File: config.mk
export PLATFORM = sky130hd
export DESIGN_NAME = delimited_token_splitter_unit
export DESIGN_NICKNAME = d
export VERILOG_FILES = /design/src/rtl/core/dts_pkg.sv /design/src/rtl/core/delimited_token_splitter_unit.sv
export VERILOG_INCLUDE_DIRS = /design/src /design/src/rtl/core
export SDC_FILE = /design/constraint.sdc
export NUM_CORES = 1
export LEC_CHECK = 0
export BUFFER_PORTS_ARGS = -buffer_cell sky130_fd_sc_hd__buf_2
export CORE_ASPECT_RATIO = 0.75
export CORE_MARGIN = 2
export CORE_UTILIZATION = 45
export DETAILED_ROUTE_END_ITERATION = 6
export GPL_TIMING_DRIVEN = 0
export PLACE_DENSITY = 0.74
export SYNTH_ARGS = -nofsm -noshare
export SYNTH_HDL_FRONTEND = slang
export SYNTH_SLANG_ARGS = --single-unit
File: constraint.sdc
create_clock -name clk_i -period 4.9 [get_ports clk_i]
set_clock_uncertainty 0.05 [all_clocks]
set_input_delay 0.735 -clock clk_i [delete_from_list [all_inputs] [get_ports clk_i]]
set_output_delay 0.735 -clock clk_i [all_outputs]
set_load 0.05 [all_outputs]
File: src/rtl/core/delimited_token_splitter_unit_assert.svh
// assertion macros for the delimited token splitter
// expects clk_i and rst_ni in the scope where the macros are used
`ifndef DELIMITED_TOKEN_SPLITTER_UNIT_ASSERT_SVH
`define DELIMITED_TOKEN_SPLITTER_UNIT_ASSERT_SVH

// clocked assertion, disabled while reset is asserted
`define DTS_ASSERT(label, prop, msg) \
  label: assert property (@(posedge clk_i) disable iff (!rst_ni) (prop)) else $error(msg);

// clocked assertion that also holds during reset
`define DTS_ASSERT_ALWAYS(label, prop, msg) \
  label: assert property (@(posedge clk_i) (prop)) else $error(msg);

`endif

File: src/rtl/core/dts_pkg.sv
// types and constants for the delimited token splitter
// no dependencies
package dts_pkg;

  // result kinds
  typedef enum logic [1:0] {
    KIND_CHAR       = 2'd0,
    KIND_TOKEN_END  = 2'd1,
    KIND_STRING_END = 2'd2
  } kind_e;

  // split modes
  typedef enum logic [1:0] {
    MODE_NORMAL = 2'd0,
    MODE_FUZZY  = 2'd1,
    MODE_QUOTED = 2'd2,
    MODE_NONE   = 2'd3
  } mode_e;

  // quote tracking in quoted mode
  typedef enum logic [2:0] {
    QS_NORMAL = 3'd0,
    QS_ESC    = 3'd1,
    QS_DQ     = 3'd2,
    QS_DQ_ESC = 3'd3,
    QS_SQ     = 3'd4
  } qstate_e;

  // configuration register indexes
  localparam logic CFG_SPLIT_MODE = 1'b0;
  localparam logic CFG_DELIMITER  = 1'b1;

  localparam logic [7:0] DELIM_RESET = 8'd44;

  // special characters
  localparam logic [7:0] CH_DQUOTE = 8'h22;
  localparam logic [7:0] CH_SQUOTE = 8'h27;
  localparam logic [7:0] CH_BSLASH = 8'h5C;
  localparam logic [7:0] CH_SPACE  = 8'h20;

  // most results one input byte can cause
  localparam int unsigned MaxResults = 3;

endpackage

File: src/rtl/core/delimited_token_splitter_unit.sv
// delimited token splitter top level
// depends on dts_pkg and delimited_token_splitter_unit_assert.svh
//
// Usage: a string streams in on the s_axis channel one byte per transfer,
// tdata the byte and tlast set on its final byte. Results stream out on
// m_axis one per transfer: tuser is the kind (token char, token end,
// string end), tdata the character (zero unless a token char), tlast set
// on the last result caused by one input byte.
// Each accepted byte is decoded into a result buffer of up to three
// entries; its first result is offered on the next cycle. The buffer
// drains one result per cycle while the receiver is ready; a byte
// causing zero or one result allows a new byte every cycle unless the
// receiver stalls. The next byte is taken in the same cycle that the
// last buffered result is transferred. Bytes that cause no result
// (quote marks, unused mode) only update state. Configuration: cfg_we_i
// writes register cfg_idx_i (0 split mode, 1 delimiter) from cfg_wdata_i;
// the user must write only while the block is idle, which the block does
// not enforce. Reset clears the quote and token state, the result buffer,
// and sets normal mode with a comma delimiter. When the receiver stalls,
// the buffer holds and s_axis_tready_o drops until it can be refilled.
module delimited_token_splitter_unit (
  input  logic       clk_i,
  input  logic       rst_ni,
  // configuration write port
  input  logic       cfg_we_i,
  input  logic       cfg_idx_i,
  input  logic [7:0] cfg_wdata_i,
  // input stream
  input  logic       s_axis_tvalid_i,
  output logic       s_axis_tready_o,
  input  logic [7:0] s_axis_tdata_i,   // [7:0] data_byte
  input  logic       s_axis_tlast_i,   // last_byte
  // result stream
  output logic       m_axis_tvalid_o,
  input  logic       m_axis_tready_i,
  output logic [7:0] m_axis_tdata_o,   // [7:0] char_out
  output logic [1:0] m_axis_tuser_o,   // [1:0] kind
  output logic       m_axis_tlast_o    // run_last
);

  localparam int unsigned Depth = dts_pkg::MaxResults;

  // configuration registers
  dts_pkg::mode_e   mode_q;
  logic [7:0]       delim_q;

  // splitter state
  dts_pkg::qstate_e quote_q, quote_d;
  logic             tok_q, tok_d;
  logic             sep_q, sep_d;

  // result buffer
  dts_pkg::kind_e   buf_kind_q [Depth];
  logic [7:0]       buf_char_q [Depth];
  logic [1:0]       cnt_q, cnt_d;

  // decode outputs
  dts_pkg::kind_e   res_kind [Depth];
  logic [7:0]       res_char [Depth];
  logic [1:0]       res_n;

  logic             in_xfer;
  logic             out_xfer;
  logic [7:0]       c;
  logic             last;

  assign c    = s_axis_tdata_i;
  assign last = s_axis_tlast_i;

  // handshakes
  assign m_axis_tvalid_o = (cnt_q != 2'd0);
  assign out_xfer        = m_axis_tvalid_o && m_axis_tready_i;
  assign s_axis_tready_o = (cnt_q == 2'd0) || ((cnt_q == 2'd1) && m_axis_tready_i);
  assign in_xfer         = s_axis_tvalid_i && s_axis_tready_o;

  // head of the buffer drives the output
  assign m_axis_tuser_o = buf_kind_q[0];
  assign m_axis_tdata_o = buf_char_q[0];
  assign m_axis_tlast_o = (cnt_q == 2'd1);

  // configuration writes
  always_ff @(posedge clk_i or negedge rst_ni) begin
    if (!rst_ni) begin
      mode_q  <= dts_pkg::MODE_NORMAL;
      delim_q <= dts_pkg::DELIM_RESET;
    end else if (cfg_we_i) begin
      case (cfg_idx_i)
        dts_pkg::CFG_SPLIT_MODE: mode_q  <= dts_pkg::mode_e'(cfg_wdata_i[1:0]);
        dts_pkg::CFG_DELIMITER:  delim_q <= cfg_wdata_i;
        default: ;
      endcase
    end
  end

  // per-byte decode into a short result list
  always_comb begin
    logic             esc;
    logic             is_sep;
    dts_pkg::qstate_e qs;
    res_n   = 2'd0;
    for (int i = 0; i < Depth; i++) begin
      res_kind[i] = dts_pkg::KIND_CHAR;
      res_char[i] = 8'd0;
    end
    quote_d = quote_q;
    tok_d   = tok_q;
    sep_d   = sep_q;
    esc     = 1'b0;
    is_sep  = (c == dts_pkg::CH_SPACE) || (c == delim_q);
    qs      = dts_pkg::QS_NORMAL;

    case (mode_q)
      dts_pkg::MODE_NORMAL: begin
        if (c == delim_q) begin
          res_kind[res_n] = dts_pkg::KIND_TOKEN_END;
          res_n           = res_n + 2'd1;
        end else begin
          res_kind[res_n] = dts_pkg::KIND_CHAR;
          res_char[res_n] = c;
          res_n           = res_n + 2'd1;
          if (last) begin
            res_kind[res_n] = dts_pkg::KIND_TOKEN_END;
            res_n           = res_n + 2'd1;
          end
        end
      end
      dts_pkg::MODE_FUZZY: begin
        if (is_sep) begin
          // only the first separator of a run ends the token
          if (!sep_q) begin
            res_kind[res_n] = dts_pkg::KIND_TOKEN_END;
            res_n           = res_n + 2'd1;
          end
          sep_d = 1'b1;
        end else begin
          sep_d           = 1'b0;
          res_kind[res_n] = dts_pkg::KIND_CHAR;
          res_char[res_n] = c;
          res_n           = res_n + 2'd1;
        end
        if (last) begin
          res_kind[res_n] = dts_pkg::KIND_TOKEN_END;
          res_n           = res_n + 2'd1;
        end
      end
      dts_pkg::MODE_QUOTED: begin
        // quote state transition, unknown codes act as unquoted
        case (quote_q)
          dts_pkg::QS_ESC: begin
            esc = 1'b1;
            qs  = dts_pkg::QS_NORMAL;
          end
          dts_pkg::QS_DQ: begin
            if (c == dts_pkg::CH_DQUOTE)      qs = dts_pkg::QS_NORMAL;
            else if (c == dts_pkg::CH_BSLASH) qs = dts_pkg::QS_DQ_ESC;
            else begin
              esc = 1'b1;
              qs  = dts_pkg::QS_DQ;
            end
          end
          dts_pkg::QS_DQ_ESC: begin
            esc = 1'b1;
            qs  = dts_pkg::QS_DQ;
          end
          dts_pkg::QS_SQ: begin
            if (c == dts_pkg::CH_SQUOTE) qs = dts_pkg::QS_NORMAL;
            else begin
              esc = 1'b1;
              qs  = dts_pkg::QS_SQ;
            end
          end
          default: begin
            if (c == dts_pkg::CH_DQUOTE)      qs = dts_pkg::QS_DQ;
            else if (c == dts_pkg::CH_BSLASH) qs = dts_pkg::QS_ESC;
            else if (c == dts_pkg::CH_SQUOTE) qs = dts_pkg::QS_SQ;
            else                              qs = dts_pkg::QS_NORMAL;
          end
        endcase
        quote_d = qs;

        // unescaped quote marks are dropped
        if (esc || !(c inside {dts_pkg::CH_DQUOTE, dts_pkg::CH_BSLASH,
                               dts_pkg::CH_SQUOTE})) begin
          if ((c == delim_q) && !esc) begin
            res_kind[res_n] = dts_pkg::KIND_TOKEN_END;
            res_n           = res_n + 2'd1;
            tok_d           = 1'b0;
          end else begin
            res_kind[res_n] = dts_pkg::KIND_CHAR;
            res_char[res_n] = c;
            res_n           = res_n + 2'd1;
            tok_d           = 1'b1;
          end
        end
        // final token only if it holds a character
        if (last && tok_d) begin
          res_kind[res_n] = dts_pkg::KIND_TOKEN_END;
          res_n           = res_n + 2'd1;
        end
      end
      default: ;
    endcase

    // string end and state return to reset
    if (last) begin
      res_kind[res_n] = dts_pkg::KIND_STRING_END;
      res_char[res_n] = 8'd0;
      res_n           = res_n + 2'd1;
      quote_d         = dts_pkg::QS_NORMAL;
      tok_d           = 1'b0;
      sep_d           = 1'b0;
    end
  end

  // buffer fill count
  always_comb begin
    cnt_d = cnt_q;
    if (in_xfer)       cnt_d = res_n;
    else if (out_xfer) cnt_d = cnt_q - 2'd1;
  end

  // control state
  always_ff @(posedge clk_i or negedge rst_ni) begin
    if (!rst_ni) begin
      cnt_q   <= 2'd0;
      quote_q <= dts_pkg::QS_NORMAL;
      tok_q   <= 1'b0;
      sep_q   <= 1'b0;
    end else begin
      cnt_q <= cnt_d;
      if (in_xfer) begin
        quote_q <= quote_d;
        tok_q   <= tok_d;
        sep_q   <= sep_d;
      end
    end
  end

  // result buffer: load on input transfer, shift toward the head on output transfer
  always_ff @(posedge clk_i) begin
    if (in_xfer) begin
      for (int i = 0; i < Depth; i++) begin
        buf_kind_q[i] <= res_kind[i];
        buf_char_q[i] <= res_char[i];
      end
    end else if (out_xfer) begin
      for (int i = 0; i < Depth - 1; i++) begin
        buf_kind_q[i] <= buf_kind_q[i+1];
        buf_char_q[i] <= buf_char_q[i+1];
      end
    end
  end

  `include "delimited_token_splitter_unit_assert.svh"

  // the final buffered result of a last byte is the string end
  `DTS_ASSERT(a_last_ends_string, (in_xfer && last) |=> ((cnt_q != 2'd0) && (buf_kind_q[cnt_q - 2'd1] == dts_pkg::KIND_STRING_END)), "last byte without string end")

  // state is back at reset after a last byte
  `DTS_ASSERT(a_state_cleared, (in_xfer && last) |=> ((quote_q == dts_pkg::QS_NORMAL) && !tok_q && !sep_q), "state not cleared after last byte")

  // a string end is always the last result of its byte
  `DTS_ASSERT(a_string_end_is_last, (m_axis_tvalid_o && (m_axis_tuser_o == dts_pkg::KIND_STRING_END)) |-> m_axis_tlast_o, "string end not marked last")

endmodule

# [Word-level counts from Yosys, hierarchy flattened]
# Memory sizes are Yosys's and may differ from the RTL's.
# Cells that the tools add are included.
[totals] wordCells=145 output_inout_bits=13 register_bits=17 ramBits=30 romBits=0 latchBits=0 mem_count=2
[memory_table] name="buf_char_q" depth=3 word_bits=8 read_ports=3 rd_clocked_by_memory_dff=0 wr=3 line_no="delimited_token_splitter_unit.sv:54" text="logic [7:0] buf_char_q [Depth];"
[memory_table] name="buf_kind_q" depth=3 word_bits=2 read_ports=3 rd_clocked_by_memory_dff=0 wr=3 line_no="delimited_token_splitter_unit.sv:53" text="dts_pkg::kind_e buf_kind_q [Depth];"
[op_classes] shifts=0 order_cmp=6 n_mux=71 n_reduce_logical=25 n_div=0 bitwise=19 n_eq_ne=12 mul=0 addsub=4
[op_table] op="8-bit two-way mux" n=7
[op_table] op="2-bit two-way mux" n=19
[op_table] op="1-bit two-way mux" n=25
[op_table] op="24-bit AND" n=1
[op_table] op="8-bit by 6-bit equality test with 1-bit output, second input constant" n=3
[op_table] op="24-bit two-way mux" n=1
[op_table] op="24-bit NOT" n=1
[op_table] op="8-bit one-hot mux with 3 select lines" n=1
[op_table] op="3-bit two-way mux" n=6
[op_table] op="6-bit two-way mux" n=3
[op_table] op="8-bit demux with 2-bit select" n=1
[op_table] op="2-bit demux with 2-bit select" n=3
[op_table] op="3-bit one-hot mux with 4 select lines" n=1
[op_table] op="4-bit one-hot mux with 3 select lines" n=1
[op_table] op="3-bit AND" n=3
[op_table] op="3-bit >= comparator, second input constant" n=3
[op_table] op="3-bit by 1-bit less-than comparator with 1-bit output, second input constant" n=3
[op_table] op="2-bit NOT with 3-bit output" n=3
[op_table] op="3-bit NOT" n=3
[op_table] op="3-bit OR" n=3
[op_table] op="8-bit by 7-bit equality test with 1-bit output, second input constant" n=1
[op_table] op="8-bit equality test" n=1
[op_table] op="1-bit logical AND" n=8
[op_table] op="2-bit AND reduction" n=4
[op_table] op="other kinds (18)" n=32

# [Logic depth before layout (Yosys ltp)]
# Gate-level depths: netlist of run 1.
[depth] ltp_word=22 depth_mapped=17 ltp_nobuf=15

# [Worst setup path after synthesis of run 1]
# Ideal clock, no wire load.
[synth_path] path_kind="input-to-reg" from="input port s_axis_tdata_i[3]" to="memory buf_kind_q[0][0] (netlist bit) (data pin)" required_ps=4719 t_arrival_ps=4108 stages=16 setup_slack_ps=611 setup_ps=131 cell_sequence="or3b_1 -> or4_4 -> a21o_1 -> o211a_1 -> o21ba_4 -> buf_6 -> a21boi_0 -> ha_1 -> nand2_1 -> o31a_1 -> ha_1 -> nand2_1 -> nor3b_1 -> o21ai_0 -> o21ai_0 -> a31o_1"
[synth_lines] item="from (decl)" line_no="delimited_token_splitter_unit.sv:31" text="input logic [7:0] s_axis_tdata_i,"
[synth_lines] item="to (decl)" line_no="delimited_token_splitter_unit.sv:53"

==> metrics.txt, run 1 <==
status complete, no violations; HPWL Detailed ~3 mm; endpoints failing setup 0; Mapped Nets between 200 and 250; Internal Pwr Total between 500 and 600 uW; max_cap viols 0; worst-path fanout max 10; leading area contributor after synthesis edfxtp_1; number of synthesized flops with an enable pin 13; critical path cell sequence buf_2 > or3b_1 > or4_4 > a21o_1 > o211a_1 > o21ba_4 > buf_6 > a21boi_0 > ha_1 > nand2_1 > o31a_1 > ha_1 > nand2_1 > nor3b_2 > o21ai_0 > o21ai_0 > a31o_1; IO Count 36; Worst-Margin Slew 0.744 ns; switching part of the total 0.414; Area Overhead vs Synth 17.2%; setup TNS 0 ns; Top FF cell, synth dfrtp_1; Routability Congestion about 0.90; share of cells above drive strength 1 0.250; Starting Density 0.467; power per cell area between 400 and 500 nW/um^2; most common cell in the netlist nand2_1; WS Path Type in2reg; setup bufs post-CTS 0; Die Area between 4000 and 5000 um^2; Post-Route WL 3.77 mm; non-filler instance count after layout between 200 and 300; Slew HR 0.502; worst vdd ir between 0.15 and 0.2 mV; Ys Warns 0; wire per inst between 10 and 15 um; Leak Pwr between 0.0009 and 0.001 uW; post-route antenna net violation count 0; CTS H-Tree Depth 2; period utilisation layout 0.886; initial antenna violation count 0; Port Buffers 34; chip height about 60 um; die width roughly 79 um; Netlist Area Pre-Place about 1900 um^2; total track usage 0.180; Worst path max stage delay about 0.50 ns; startpoint types input pin; DR vias 1560; Tmin final about 4.3 ns; vias in the first global route around 1400; Gate Count Post-Synth 198; register area share after synthesis 0.435; sequential share of power 0.389; fin util 0.548; Critical path buffers and inverters 2; unrepaired setup endpoints after global routing false; total core area just over 4000 um^2; clock latency on the worst-skew pair 0.28 ns; Ant. Diodes 0; CP Capture Type flip-flop; clock sink count 30; Synth area leaders edfxtp_1 (21%), dfrtp_1 (19%), nand2_1 (6.2%); row cnt 20; clock buffer depth 2; share of the synthesized area in the top cell type 0.207; root buffer cell clkbuf_8; Pre-antenna DRT Iters 4; slowest CP cell or4_4; post-DR vias/cell roughly 5.3; syn avg cell area 9.51 um^2; 1st-iter DRT viols 69; Netlist cell types a little under 50; Reg clk slew, reported paths 0.06 ns; Max Slew Vio Count 0; Final Hold Viols 0; tightest hold margin between 0.3 and 0.4 ns; Min-Delay Path Class in2async; largest net degree at the start of global routing 18; filler instances 367; Gate power share 0.425; top post-synthesis cells by count nand2_1 (31), o21ai_0 (20), dfrtp_1 (14); placed insts around 290; global route overflow 0; highest clock rate around 230 MHz; Clk pwr share 0.186; CTS tree yes; Worst EP required around 5.0 ns; flop and latch count out of synthesis 30; number of CTS-inserted buffers 5; arrival time at the worst endpoint around 4.4 ns; fraction of synthesis flops using an asynchronous set or reset pin 0.567; net switching component of the power 413 uW; kind of cell adding the most delay to the critical path simple AND/OR/NAND/NOR gates; Nets roughly 270; drt drc 0; first-pass GRT wire length about 6.3 mm
==> registers in the layout, summed over array words and instances, names as in the netlist <==
signal / flops
cnt_q: 2
tok_q: 1
buf_kind_q: 5
buf_char_q: 8
mode_q: 2
sep_q: 1
delim_q: 8
quote_q: 3
==> layout by cell type (no fill, tap or decap), drive strengths merged, types with 3 or more instances in the layout <==
cell,instances
a21o,3
a21oi,6
a31oi,4
buf,38
clkbuf,12
dfrtp,14
dfstp,3
edfxtp,13
ha,7
inv,10
mux2,9
nand2,31
nand3,10
nor2,6
nor2b,3
nor4,3
o21ai,21
or2,3
or3,3
or4,3
xor2,8
==> metrics by stage <==
| stage | instance area [um^2] | total power (uW) | setup slack (ns) |
|---|---|---|---|
| final | 2210 | 997 | 0.559 |
| after global routing | 2210 | 1070 | 0.331 |
| after CTS | 2200 | 1010 | 0.280 |
| after detailed placement | 2120 | 818 | -0.0154 |
| after global placement | 2120 | 807 | 0.0458 |
| after floorplan | 1880 | 722 | 0.611 |
==> area by class of cell <==
| type | instances | area, um^2 | area share |
|---|---|---|---|
| flip-flops and latches | 30 | 820 | 0.371 |
| well taps | 55 | 68.8 | 0.0312 |
| clock buffers | 8 | 80.1 | 0.0363 |
| inverters | 10 | 37.5 | 0.0170 |
| plain buffers | 8 | 45.0 | 0.0204 |
| repair buffers | 34 | 170 | 0.0771 |
| multi-input cells | 150 | 986 | 0.447 |
==> cell families (layout without fill, tap and decap cells) <==
| logic type | count (synthesis) | in the layout | share of synthesized area |
|---|---|---|---|
| flip-flops | 30 | 30 | 0.435 |
| multiplexers | 10 | 10 | 0.0591 |
| buffers and inverters | 18 | 60 | 0.0438 |
| AO/OA/AOI/OAI | 53 | 53 | 0.185 |
| adder cells (fa/ha/maj) | 7 | 7 | 0.0465 |
| AND/OR/NAND/NOR | 71 | 71 | 0.189 |
| XOR/XNOR | 9 | 9 | 0.0419 |
==> worst paths after layout <==
check	to	slack, ns	start	cells past startpoint
min in group clk_i	tok_q	0.47	tok_q	2
max reg2reg	buf_kind_q[0][0]	1.10	delim_q[5]	16
max in group asynchronous	delim_q[5]	4.17	rst_ni	1
max	buf_kind_q[0][0]	0.56	s_axis_tdata_i[3]	17
min reg2reg	tok_q	0.47	tok_q	2
min	mode_q[0]	0.31	rst_ni	1
==> power groups by stage <==
stage               clock network, uW  registers (uW)  logic, uW
global route                      205             397        466
detailed placement                  0             393        425
global placement                    0             391        416
floorplan                           0             462        260
finish                            186             388        424
CTS                               193             388        425
==> layer usage <==
layer	track usage	up-vias	wire length, um
li1	-	796	-
met1	0.253	714	1930
met2	0.261	44	1550
met3	0.0453	6	232
met4	0.0902	0	69
met5	0	-	0
==> worst register-to-register path: cells and delay by family, from the launching register on <==
family / cells / cell delay, ns
flip-flops: 1 / 0.53
buffers and inverters: 1 / 0.12
AND/OR/NAND/NOR: 5 / 1.19
XOR/XNOR: 1 / 0.06
adder cells (fa/ha/maj): 2 / 0.53
AO/OA/AOI/OAI: 7 / 1.18
==> what timing repair did <==
action,CTS,global route
hold buffers,0,0
endpoints found under the setup margin,0,1
resized for setup,0,1
(Power assumes the default switching activity.)
==> run 2, diff against run 1 <==
--- a/config.mk
+++ b/config.mk
@@ -13,6 +13,7 @@
 export DETAILED_ROUTE_END_ITERATION = 6
 export GPL_TIMING_DRIVEN = 0
 export PLACE_DENSITY = 0.74
+export RECOVER_POWER = 100
 export SYNTH_ARGS = -nofsm -noshare
 export SYNTH_HDL_FRONTEND = slang
 export SYNTH_SLANG_ARGS = --single-unit
==> run 2 against run 1 <==
Net effect: fmax shrank 2.6%; critical endpoint unchanged; via count hardly changed; routed wire length grew 0.72%; register-to-register slack barely moved; sequential cell count unchanged; highest routed layer unchanged; combinational power shrank 3%; worst hold slack improved by 0.16 ns.
==> metrics.txt, run 2 (same netlist as run 1, synthesis figures left out) <==
Die Area about 4700 um^2; initial antenna violation count 0; clock sink count 30; CTS tree yes; period utilisation layout 0.909; fin util 0.541; first-pass GRT wire length 6.30 mm; power per cell area between 400 and 500 nW/um^2; Leak Pwr roughly 0.00091 uW; unrepaired setup endpoints after global routing false; Pwr Total approximately 990 uW; post-route antenna net violation count 0; Gate power share 0.418; chip height approximately 60 um; Worst-Margin Slew between 0.9 and 1 ns; DR vias 1559; endpoints failing setup 0; Hold Crit Start tok_q; arrival time at the worst endpoint 4.55 ns; WS Path Type in2reg; Final Hold Viols 0; clock latency on the worst-skew pair around 0.28 ns; cts hold-fix bufs 0; worst-path fanout max 10; die width roughly 79 um; switching part of the total 0.420; Clk pwr share 0.189; commonest non-fill, non-tap cells in the layout nand2_1 (31), clkbuf_1 (23), o21ai_0 (21); setup bufs post-CTS 0; row cnt 20; pre-CTS WS -0.0154 ns; CTS H-Tree Depth 2; final worst slack roughly 0.44 ns; Nets between 200 and 300; largest net degree at the start of global routing 18; Design Area, Final ~2200 um^2; worst vdd ir 0.196 mV; net switching component of the power 415 uW; commonest non-fill, non-tap cell in the layout nand2_1; Internal Pwr Total between 500 and 600 uW; post-DR vias/cell ~5.3; status complete, no violations; Reg-to-Reg Start delim_q[5]; global route overflow 0; Starting Density 0.467; sequential share of power 0.394; worst r2r dst buf_kind_q[0][0]; 1st-iter DRT viols 80; Post-Route WL about 3.8 mm; HPWL Detailed between 2 and 3 mm; IO Count 36; root buffer cell clkbuf_8; CP Capture Type flip-flop; Hold Crit Endpoint tok_q; max_cap viols 0; placed instance area ~2100 um^2; total track usage 0.180; Max Slew Vio Count 0; Worst EP required approximately 5 ns; vias in the first global route 1371; Area Overhead vs Synth 15.7%; total core area roughly 4000 um^2; startpoint types input pin; share of cells above drive strength 1 0.179; Pre-antenna DRT Iters 4; Routability Congestion between 0.8 and 0.9; highest clock rate roughly 220 MHz; post-CTS sizing 0; drt drc 0; Tmin final 4.46 ns; Reg clk slew, reported paths 0.06 ns; wire per inst between 10 and 15 um; Hold Path Stages 2; Port Buffers 34; Min-Delay Path Class reg2reg; worst reg-to-reg setup slack about 1.1 ns; clock buffer depth 2; Regs by FF count buf_char_q: 8 flops, delim_q: 8 flops, buf_kind_q: 5 flops; Slew HR 0.393; number of CTS-inserted buffers 5; Reg2Reg Depth 16; Ant. Diodes 0
run 2: worst max path at each step:
| stage | from | cells past startpoint | slack, ns | endpoint |
|---|---|---|---|---|
| 3_5_place_dp | s_axis_tdata_i[3] | 17 | -0.02 | buf_kind_q[0][0] |
| 2_1_floorplan | s_axis_tdata_i[3] | 16 | 0.61 | buf_kind_q[0][0] |
| 6_report | s_axis_tdata_i[3] | 17 | 0.44 | buf_kind_q[0][0] |
| 3_3_place_gp | s_axis_tdata_i[3] | 17 | 0.05 | buf_kind_q[0][0] |
| 5_1_grt | s_axis_tdata_i[3] | 17 | 0.20 | buf_kind_q[0][0] |
| 4_1_cts | s_axis_tdata_i[3] | 17 | 0.28 | buf_kind_q[0][0] |
run 2: power by group through the flow:
stage	registers, uW	logic, uW	clock network (uW)
6_report	389	412	186
3_3_place_gp	391	416	0
3_5_place_dp	393	425	0
2_1_floorplan	462	260	0
4_1_cts	388	425	193
5_1_grt	398	453	205
run 2: area by class of cell:
| cell class | count | area (um^2) |
|---|---|---|
| plain buffers | 8 | 45.0 |
| clock buffers | 8 | 80.1 |
| fillers | 379 | 1850 |
| inverters | 10 | 37.5 |
| multi-input cells | 150 | 976 |
| flip-flops and latches | 30 | 820 |
| well taps | 55 | 68.8 |
| repair buffers | 34 | 151 |
run 2: routing by layer:
layer,vias up,wire [um],track usage
met5,-,0,0
met4,0,66,0.0902
met3,6,227,0.0453
met2,42,1570,0.261
met1,711,1940,0.253
li1,800,-,-
run 2: critical path, stage by stage:
cell and delay, ns:
clkbuf_1 0.16, or3b_1 0.41, or4_1 0.51, a21o_1 0.19
o211a_1 0.23, o21ba_1 0.27, buf_6 0.14, a21boi_0 0.08
ha_1 0.34, nand2_1 0.06, o31a_1 0.15, ha_1 0.19
nand2_1 0.09, nor3b_2 0.48, o21ai_0 0.19, o21ai_0 0.19
a31o_1 0.13
run 2: per-stage QoR:
step                      TNS (ns)  instances  hold WS, ns
after global routing             0        295        0.489
after global placement           0        287        0.454
after CTS                        0        295        0.325
after detailed placement   -0.0154        287        0.463
final                            0        295        0.469
after floorplan                  0        198        0.389
